### src/hw/rtl/rgst_cell.sv
// Slot cell: one slot's state plus the scan token passed along the chain
`default_nettype none
module rgst_cell #(
    parameter int GEN_BITS = 16,
    parameter bit RESERVED = 1'b0
) (
    input  wire logic                i_clk,
    input  wire logic                i_rst_n,
    // scan input from left neighbor: token marks which cell is sampled
    input  wire logic                i_tok,
    output logic                     o_tok,
    // write command from the controller
    input  wire logic                i_wr,
    input  wire logic [31:0]         i_wr_key,
    input  wire logic                i_wr_alive,
    input  wire logic                i_wr_lib,
    input  wire logic [15:0]         i_wr_refs,
    input  wire logic                i_wr_bump,
    // cell contents
    output logic [31:0]              o_key,
    output logic                     o_alive,
    output logic                     o_lib,
    output logic [15:0]              o_refs,
    output logic [GEN_BITS-1:0]      o_gen
);
    logic [31:0]         r_key;
    logic                r_alive;
    logic                r_lib;
    logic [15:0]         r_refs;
    logic [GEN_BITS-1:0] r_gen;
    logic                r_tok;

    always_ff @(posedge i_clk) begin
        if (!i_rst_n) begin
            r_key   <= '0;
            r_alive <= RESERVED;
            r_lib   <= 1'b0;
            r_refs  <= '0;
            r_gen   <= '0;
            r_tok   <= 1'b0;
        end else begin
            r_tok <= i_tok;
            if (i_wr && !RESERVED) begin
                r_key   <= i_wr_key;
                r_alive <= i_wr_alive;
                r_lib   <= i_wr_lib;
                r_refs  <= i_wr_refs;
                if (i_wr_bump) begin
                    r_gen <= r_gen + 1'b1;
                end
            end
        end
    end

    assign o_tok   = r_tok;
    assign o_key   = r_key;
    assign o_alive = r_alive;
    assign o_lib   = r_lib;
    assign o_refs  = r_refs;
    assign o_gen   = r_gen;
endmodule
`default_nettype wire

### config.mk
export PLATFORM = sky130hd
export DESIGN_NAME = rgst_cell
export DESIGN_NICKNAME = d
export VERILOG_FILES = /design/src/hw/rtl/rgst_cell.sv
export SDC_FILE = /design/constraint.sdc
export NUM_CORES = 1
export LEC_CHECK = 0
export BUFFER_PORTS_ARGS = -buffer_cell sky130_fd_sc_hd__buf_2
export CAP_MARGIN = 10
export CORE_ASPECT_RATIO = 1.5
export CORE_UTILIZATION = 46
export DETAILED_ROUTE_END_ITERATION = 8
export PLACE_DENSITY_LB_ADDON = 0.25
export SLEW_MARGIN = 20
export SYNTH_ARGS = -nofsm -noshare
export SYNTH_HDL_FRONTEND = slang
export SYNTH_SLANG_ARGS = --single-unit
### constraint.sdc
create_clock -name i_clk -period 1.9 [get_ports i_clk]
set_input_delay 0.095 -clock i_clk [delete_from_list [all_inputs] [get_ports i_clk]]
set_output_delay 0.095 -clock i_clk [all_outputs]
set_load 0.02 [all_outputs]
Word-level counts from Yosys, hierarchy flattened
Cells that the tools add are included.
{"block": "word_totals", "output_inout_bits": 67, "word_cells": 8, "regBits": 67}
{"block": "classes", "n_reduce_logical": 1, "addsub": 1}
{"cell": "$add 16x1->16 const B", "n": 1}
{"cell": "$reduce_and 2->1", "n": 1}

Logic depth before layout (Yosys ltp)
Gate-level depths: netlist of the first run.
{"block": "depth", "word_depth": 1, "mapped_depth": 5, "ltp_nobuf": 5}

Worst setup path before layout of the first run
Ideal clock, no wire load.
{"block": "synth_path", "kind": "reg2reg", "startpoint": "register r_gen[0] (netlist: o_gen[0])", "endpoint": "register r_gen[14] (netlist: o_gen[14])", "setup_slack_ps": 359, "setup_ps": 115, "n_path_buf": 0, "path_stages_with_launch": 6, "t_arrival_ps": 1426, "synth_period_minus_slack_ps": 1541, "required_time_ps": 1785, "cell_sequence": "dfxtp_1 > ha_1 > nand4_2 > nor4_2 > xor2_1 > and2_1"}
{"block": "synth_between", "elab_chain_len": 1}
{"item": "start: declaration", "line": "30", "source": "logic [GEN_BITS-1:0] r_gen;"}
{"item": "start signal: assignment", "line": "49", "source": "r_gen <= r_gen + 1'b1;"}
{"item": "$add 16x1->16", "line": "49"}
Every way passes these cells.
A chain may end at the register's enable or synchronous reset.

Final worst setup path of the first run
Same ends and word-level chain as after synthesis.

==> flow_summary.toml, run 1 <==
[routing]
finalWirelength_um = 5460
dr.pass1.iters = 4
drc = 0
vias = 2111
drt-wirelength-per-cell_um = 12.3
avgViaCountPerCell = 4.77
ant_nets = 0
drtIter0Drc = 60

[synthesis]
syn_nets = 302
synth-edff-count = 0
synth_warnings = 0
synth-async-reset-ratio_pct = 0
synth_cell_types = 27
yosysSeqAreaShare_pct = 49.9
ys_ff_latch = 67
syn_area_um2 = 2690
syn-instance-count = 246
syn_area_per_cell_um2 = 10.9
synthFlopType = "dfxtp_1"

[layout]
n_fill_cell = 472
drive_gt1_share_pct = 38.6
layout.nets = 424
layout_commonest_cell = "buf_2"
diodes = 0
syn2layout_area_growth_pct = 32.6
multi_input_area_um2 = 1280
ff_latch_area_um2 = 1340
final_cell_mix = "buf_2 (121), dfxtp_1 (67), mux2i_1 (52)"

[placed_design]
pre_cts_ws_ns = 0.408
gp_congestion = 0.781
dp_hpwl_um = 3850
io_buffer_count = 121

[clocking]
numCtsBuffers = 9
cts_sinks = 67
cts_max_path_buffers = 2
htree_levels = 3
cts_setup_buffers = 0
cts_tree = "built"
clock_latency_ns = 0.32
root_buffer = "clkbuf_8"
cts.clk_slew.worst_paths_ns = 0.07

[sta]
worst_slack_ns = 0.401
max_freq_ghz = 0.667
finalSetupViolations = 0
finalMaxSlewViolations = 0
rsz0062_at_grt = "no"
fin_crit_sh_pct = 78.9
clock_skew_ns = 0.00281
slew_headroom_pct = 66.8
max_slew.worst_pin.slew_ns = 0.499
tns_ns = 0
finalHoldViolations = 0
fin_crit_ns = 1.50

[pwr]
p_per_area_nw_per_um2 = 839
p_comb_share_pct = 12.7
p_int_w = 0.00226
clkPwrFrac_pct = 37.0
ir_drop_v = 0.000781
power_leakage_nw = 1.83
switchingPower_w = 0.000727
swShare_pct = 24.3
p_seq_share_pct = 50.3

[job]
cap_violations = 0

[global_routing]
grt_max_degree = 53
overflow = 0
antenna_found_initial = 0
grt_pass1_vias = 1890
grt_pass1_wl_um = 8330
grt.total_usage_pct = 17.7

[setup_path]
cp-startpoint = "o_gen[0]"
worstSetupStartpointType = "flip-flop"
path_class = "flip-flop to flip-flop"
cp.required_ns = 2.12
end_kind = "flip-flop"
path_max_fanout = 7
slowest_delay_ns = 0.39
worstReg2RegStart = "o_gen[0]"
path_cells = "ha_1, nand4_2, nor4_2, xor2_1, and2_1"
cp_slowest_cell = "dfxtp_1"
cp.arrival_ns = 1.72

[floorplan]
initial_core_util_pct = 48.6
fp.coreArea_um2 = 5530
dieHeight_um = 95.6
die_width_um = 64.4
die-area_um2 = 6160
top_level_ports = 122
rows = 33

[hold_path]
min_from = "i_wr_key[31]"
hp-class = "input port to flip-flop"

[status]
status = "finished, final reports clean"
[metrics by stage]
| stage | total power (W) | std cells | utilization, % | hold WS (ns) | instance area [µm²] |
|---|---|---|---|---|---|
| 2_1_floorplan | 0.00177 | 246 | - | 0.222 | 2690 |
| 3_3_place_gp | 0.00191 | 426 | 60.8 | 0.303 | 3360 |
| 3_5_place_dp | 0.00192 | 426 | 60.8 | 0.306 | 3360 |
| 4_1_cts | 0.00303 | 443 | 64.4 | 0.00484 | 3560 |
| 5_1_grt | 0.00313 | 443 | 64.4 | 0.0109 | 3560 |
| 6_report | 0.00299 | 443 | 64.4 | 0.0213 | 3560 |
[what timing repair did]
item / in CTS / in global routing
endpoints found under the setup margin: 0 / 0
hold endpoints to repair: 1 / 0
hold buffers: 1 / 0
gates resized for setup: 0 / 0
[area by class of cell]
class	count	area share (%)
clock inverters	1	0.140
flip-flops and latches	67	37.6
repair buffers	124	18.4
inverters	3	0.316
clock buffers	15	5.23
multi-input cells	163	35.8
well taps	70	2.46
[layer usage]
metal	part of all wire (%)	track usage [%]	wire (µm)	vias to the layer above
li1	-	-	-	1064
met1	41	18.3	2220	972
met2	52	32.1	2850	69
met3	6.2	6.34	338	6
met4	0.97	7.22	53	0
met5	0	0	0	-
[power groups by stage]
| stage | logic (W) | clock network [W] | registers [W] |
|---|---|---|---|
| final | 0.000380 | 0.00111 | 0.00150 |
| after global routing | 0.000412 | 0.00121 | 0.00151 |
| after CTS | 0.000387 | 0.00114 | 0.00151 |
| after detailed placement | 0.000384 | 0 | 0.00154 |
| after global placement | 0.000378 | 0 | 0.00153 |
| after floorplan | 0.000151 | 0 | 0.00162 |
[cells by family (layout without fill, tap and decap cells)]
kind of cell	after synthesis	in the layout	synth area share [%]
buffers and inverters	16	143	2.61
DFF	67	67	49.9
xor gates and xnor gates	11	11	3.58
adders and majority gates	1	1	0.465
AOI/OAI and AO/OA	5	5	1.21
and+or+nand+nor	94	94	22.9
muxes	52	52	19.4
[sequential cells by signal, indices dropped and copies added (netlist names)]
name,cells
o_lib,1
o_key,32
o_alive,1
o_refs,16
o_tok,1
o_gen,16
[cells in the mapped netlist, types with 3 or more instances]
cell type	instances	share of area, %
buf_2	5	0.93
inv_1	3	0.42
clkbuf_1	7	0.98
nor4_2	3	1.4
nor3_1	4	0.74
and2_1	12	2.8
nand3_1	6	1.1
dfxtp_1	67	50
xor2_1	7	2.3
nor2b_1	50	12
nand2_1	7	0.98
mux2i_1	52	19
xnor2_1	4	1.3
[worst paths after layout]
path              slack (ns)  depth (start not counted)        end
setup reg to reg        0.40                          5  o_gen[14]
hold reg to reg         0.48                          2  o_gen[15]
setup / recovery        0.40                          5  o_gen[14]
hold / removal          0.02                          3  o_key[31]
[critical path, delay by kind of cell (launching register included)]
kind	cells	cell delay, ns
xor gates and xnor gates	1	0.09
adders and majority gates	1	0.21
DFF	1	0.39
and+or+nand+nor	3	0.70
No activity file was read; power rests on OpenSTA's default activity.
==> run 2: changes to the inputs <==
--- a/config.mk
+++ b/config.mk
@@ -5,6 +5,7 @@
 export SDC_FILE = /design/constraint.sdc
 export NUM_CORES = 1
 export LEC_CHECK = 0
+export ABC_AREA = 1
 export BUFFER_PORTS_ARGS = -buffer_cell sky130_fd_sc_hd__buf_2
 export CAP_MARGIN = 10
 export CORE_ASPECT_RATIO = 1.5
==> constraint.sdc (replaced) <==
create_clock -name i_clk -period 1.54 [get_ports i_clk]
set_input_delay 0.077 -clock i_clk [delete_from_list [all_inputs] [get_ports i_clk]]
set_output_delay 0.077 -clock i_clk [all_outputs]
set_load 0.02 [all_outputs]
==> flow_summary.toml, run 2 <==
[layout]
layout_commonest_cell = "nor2_1"
final_cell_mix = "nor2_1 (126), buf_2 (121), dfxtp_1 (67)"
fin_util_pct = 74.7
multi_input_area_um2 = 1070
n_fill_cell = 383
syn2layout_area_growth_pct = 53.4
diodes = 0
ff_latch_area_um2 = 1340
layout.nets = 564
drive_gt1_share_pct = 28.6
final_cells = 579
largest_register_ffs = 32

[synthesis]
synth-async-reset-ratio_pct = 0
yosysSeqAreaShare_pct = 52.5
syn-instance-count = 340
yosysMostFrequentCell = "nor2_1"
synth-edff-count = 0
synthXorXnorAreaFrac_pct = 1.03
syn_area_um2 = 2550
synth_cell_types = 25
synthTopCellsByArea = "dfxtp_1 (52%), nor2_1 (19%), o21ai_0 (11%)"
synthFlopType = "dfxtp_1"
synth_fa_ha_area_share_pct = 0.490
synth_compound_area_share_pct = 11.9
ys_ff_latch = 67
syn_area_per_cell_um2 = 7.51
synth_top_family_by_area = "simple AND/OR/NAND/NOR gates"
synth_warnings = 0
synth_top_area_share_pct = 52.5
synthMuxAreaShare_pct = 0
yosys-top-cells-count = "nor2_1 (126), dfxtp_1 (67), o21ai_0 (54), nand2_1 (29), inv_1 (15)"
yosys.area_share.simple_pct = 28.5
syn_nets = 396
yosysTopAreaCell = "dfxtp_1"

[sta]
whs_ns = 0.191
rsz0062_at_grt = "no"
finalMaxSlewViolations = 0
max_freq_ghz = 0.740
max_slew.worst_pin.slew_ns = 0.363
tns_ns = 0
finalSetupViolations = 0
clock_skew_ns = 0.00299
fin_crit_ns = 1.35
fin_crit_sh_pct = 87.8
slew_headroom_pct = 75.8
worst_slack_ns = 0.188
finalHoldViolations = 0

[clocking]
htree_levels = 3
cts_resized = 0
clock_latency_ns = 0.33
root_buffer = "clkbuf_8"
cts_setup_buffers = 0
cts_sinks = 67
cts_tree = "built"
cts_max_path_buffers = 2
ctsHoldBuffers = 51
cts.clk_slew.worst_paths_ns = 0.07
numCtsBuffers = 9

[status]
status = "finished, final reports clean"

[pwr]
ir_drop_v = 0.000696
p_int_w = 0.00295
p_per_area_nw_per_um2 = 1010
clkPwrFrac_pct = 37.2
p_seq_share_pct = 47.6
switchingPower_w = 0.000997
p_comb_share_pct = 15.3
swShare_pct = 25.2
power_leakage_nw = 1.94

[job]
cap_violations = 0

[setup_path]
cp_slowest_cell = "dfxtp_1"
cp.arrival_ns = 1.58
worstSetupStartpointType = "flip-flop"
path_class = "flip-flop to flip-flop"
path_max_fanout = 4
cp_top_family = "simple AND/OR/NAND/NOR gates"
cp.required_ns = 1.77
slowest_delay_ns = 0.40
path_buf_inv = 0
path_cells = "ha_1, nand4_1, nor2_4, nand2_1, o21ai_1, nor2_1"
end_kind = "flip-flop"

[routing]
finalWirelength_um = 7740
dr.pass1.iters = 4
drtIter0Drc = 168
drt-wirelength-per-cell_um = 13.4
drc = 0
vias = 2866
ant_nets = 0
avgViaCountPerCell = 4.95

[floorplan]
rows = 32
initial_core_util_pct = 48.7
die_width_um = 62.9
fp.coreArea_um2 = 5250
dieHeight_um = 93.3
top_level_ports = 122
die-area_um2 = 5860

[global_routing]
antenna_found_initial = 0
grt.total_usage_pct = 27.3
overflow = 0
grt_pass1_vias = 2777
grt_max_degree = 64
grt_pass1_wl_um = 12400

[placed_design]
placed_cells = 514
pre_cts_ws_ns = 0.189
dp_hpwl_um = 4440
io_buffer_count = 121
gp_congestion = 0.848

[hold_path]
hp-class = "input port to flip-flop"
run 2: cell type report:
| type | count | area share, % |
|---|---|---|
| tap | 68 | 2.17 |
| multi-input combinational | 239 | 27.3 |
| sequential | 67 | 34.2 |
| timing repair buffer | 175 | 29.7 |
| clock inverter | 2 | 0.894 |
| clock buffer | 12 | 4.21 |
| inverter | 16 | 1.53 |
run 2: final timing paths:
check / cells past startpoint / to / from / slack, ns
worst min-delay path: 4 / o_gen[1] / i_wr_bump / 0.19
worst min register to register: 2 / o_refs[1] / o_refs[1] / 0.50
worst max-delay path: 6 / o_gen[8] / o_gen[0] / 0.19
worst max register to register: 6 / o_gen[8] / o_gen[0] / 0.19
run 2: kinds of logic (layout without fill, tap and decap cells):
kind of cell	count (synthesis)	in the layout
AO/OA/AOI/OAI	60	60
AND/OR/NAND/NOR	175	175
flip-flops	67	67
adder cells (fa/ha/maj)	1	1
buffers and inverters	34	205
XOR/XNOR	3	3
run 2: per-stage QoR:
stage          cell area, µm²  power [W]
6_report                 3920    0.00395
5_1_grt                  3920    0.00410
4_1_cts                  3920    0.00397
3_5_place_dp             3210    0.00240
3_3_place_gp             3210    0.00239
2_1_floorplan            2550    0.00219
run 2: power by group through the flow:
stage	clock, W	sequential [W]	combinational [W]
3_5_place_dp	0	0.00191	0.000490
3_3_place_gp	0	0.00191	0.000483
6_report	0.00147	0.00188	0.000602
4_1_cts	0.00151	0.00188	0.000588
5_1_grt	0.00156	0.00189	0.000651
2_1_floorplan	0	0.00203	0.000164
run 2: per-layer routing:
metal,vias to the layer above,wire (µm),global-route usage (%)
li1,1412,-,-
met1,1308,2960,26.4
met2,121,4140,50.9
met3,25,382,6.59
met4,0,265,17.4
met5,-,0,0
run 2: worst min-delay path: cells and delay by family:
kind / cells / cell delay, ns
compound gates: 1 / 0.09
buf+inv: 1 / 0.12
simple gates: 2 / 0.20
==> run 3: changes to the inputs <==
--- a/config.mk
+++ b/config.mk
@@ -11,7 +11,8 @@
 export CORE_ASPECT_RATIO = 1.5
 export CORE_UTILIZATION = 46
 export DETAILED_ROUTE_END_ITERATION = 8
-export PLACE_DENSITY_LB_ADDON = 0.25
+export GPL_TIMING_DRIVEN = 0
+export PLACE_DENSITY = 0.86
 export SLEW_MARGIN = 20
 export SYNTH_ARGS = -nofsm -noshare
 export SYNTH_HDL_FRONTEND = slang
==> flow_summary.toml, run 3 (synthesis gave the netlist of run 2 again) <==
[floorplan]
rows = 32
die_width_um = 62.9
die-area_um2 = 5860
fp.coreArea_um2 = 5250
top_level_ports = 122
initial_core_util_pct = 48.7
dieHeight_um = 93.3

[status]
status = "finished, final reports clean"

[sta]
tns_ns = 0
finalSetupViolations = 0
clock_skew_ns = 0.00404
worst_slack_ns = 0.164
finalMaxSlewViolations = 0
fin_crit_sh_pct = 89.3
max_freq_ghz = 0.727
rsz0062_at_grt = "no"
slew_headroom_pct = 70.8
fin_crit_ns = 1.38
max_slew.worst_pin.slew_ns = 0.438
finalHoldViolations = 0

[pwr]
switchingPower_w = 0.00106
p_per_area_nw_per_um2 = 1060
p_comb_share_pct = 14.7
swShare_pct = 25.1
p_seq_share_pct = 44.3
ir_drop_v = 0.000762
power_leakage_nw = 1.97
p_int_w = 0.00318
clkPwrFrac_pct = 40.9

[clocking]
cts_max_path_buffers = 2
cts.clk_slew.worst_paths_ns = 0.07
clock_latency_ns = 0.34
cts_sinks = 67
cts_tree = "built"
root_buffer = "clkbuf_8"
numCtsBuffers = 9
htree_levels = 3

[layout]
diodes = 0
drive_gt1_share_pct = 29.1
layout_commonest_cell = "buf_2"
largest_register_ffs = 32
n_fill_cell = 359
final_cell_mix = "buf_2 (126), nor2_1 (125), dfxtp_1 (66)"
layout.nets = 577
syn2layout_area_growth_pct = 56.4

[global_routing]
grt_pass1_vias = 3053
grt_max_degree = 12
use_met2_pct = 58.3
overflow = 0
antenna_found_initial = 0
gr-max-usage-layer = "met2"
grtUsageMet3_pct = 9.63
grt_pass1_wl_um = 14000
grt.total_usage_pct = 31.0
use_met1_pct = 30.1

[setup_path]
reg2reg_setup_slack_ns = 0.16
worstReg2RegStart = "o_gen[1]"
slowest_delay_ns = 0.39
reg2reg_depth = 8
worstSetupStartpointType = "flip-flop"
cp.required_ns = 1.78
path_cells = "ha_1, inv_1, nor2_1, nand3_1, nor2_2, nand2_1, nand2_1, nor2_1"
cp.arrival_ns = 1.61
cp_slowest_cell = "dfxtp_1"
cp_top_family = "simple AND/OR/NAND/NOR gates"
cp.depth = 8
path_max_fanout = 4
path_buf_inv = 1
path_class = "flip-flop to flip-flop"
worstReg2RegEnd = "o_gen[14]"
end_kind = "flip-flop"

[placed_design]
gp_congestion = 0.845
io_buffer_count = 119
dp_hpwl_um = 4940
pre_cts_ws_ns = 0.152

[hold_path]
hold_depth = 3
min_to = "o_gen[3]"
min_from = "i_rst_n"
hp-class = "input port to flip-flop"

[routing]
finalWirelength_um = 8820
dr.pass1.iters = 6
drtIter0Drc = 251
avgViaCountPerCell = 5.15
vias = 3060
drc = 0
ant_nets = 0
drt-wirelength-per-cell_um = 14.8

[job]
cap_violations = 0
run 3: cell count changes in the layout (fill, tap and decap cells not counted), sizes merged:
cell      previous run  this run
buf                124       128
bufinv               1         2
clkbuf              12        22
clkinvlp             0         1
clkinv               1         0
run 3: layout make-up:
class                           instances  area, µm²  area share, %
Tap cell                               68       85.1           2.13
Inverter                               16       60.1           1.50
Sequential cell                        67       1340           33.6
Clock inverter                          3       67.6           1.69
Timing Repair Buffer                  170       1110           27.7
Multi-Input combinational cell        239       1070           26.8
Clock buffer                           13        179           4.48
Buffer                                 18       83.8           2.10
run 3: worst max path at each step:
stage | slack, ns | from | to
floorplan | 0.17 | o_gen[0] | o_gen[14]
global placement | 0.20 | o_gen[0] | o_gen[14]
detailed placement | 0.15 | o_gen[0] | o_gen[14]
CTS | 0.14 | o_gen[0] | o_gen[14]
global route | 0.01 | o_gen[1] | o_gen[14]
finish | 0.16 | o_gen[1] | o_gen[14]
run 3: tightest hold or removal path, cell delays in order:
cell and delay (ns):
buf_2 0.16, o21ai_0 0.09, a21oi_1 0.04
run 3: metrics by stage:
step	instance area, µm²	util [%]	hold WS, ns	std cells	total power, W
detailed placement	3240	61.7	0.268	527	0.00241
global route	4000	76.2	0.0958	594	0.00439
floorplan	2550	-	0.175	340	0.00219
global placement	3240	61.7	0.263	527	0.00239
CTS	3990	76.1	0.0776	594	0.00422
finish	4000	76.2	0.0912	594	0.00425
run 3: per-layer routing:
layer | vias up | wire length [µm]
met4 | 0 | 323
met2 | 153 | 4640
met5 | - | 0
met3 | 38 | 662
met1 | 1428 | 3190
li1 | 1441 | -
run 3: power by group through the flow:
stage / registers (W) / clock network [W] / logic (W)
finish: 0.00188 / 0.00174 / 0.000626
global route: 0.00189 / 0.00183 / 0.000671
CTS: 0.00188 / 0.00176 / 0.000593
detailed placement: 0.00191 / 0 / 0.000491
global placement: 0.00191 / 0 / 0.000481
floorplan: 0.00203 / 0 / 0.000164
run 3: what timing repair did:
item | 4_1_cts | 5_1_grt
endpoints found under the setup margin | 0 | 1
resized for setup | 0 | 2
hold endpoints to repair | 51 | 0
hold buffers | 51 | 0
setup buffers | 0 | 0
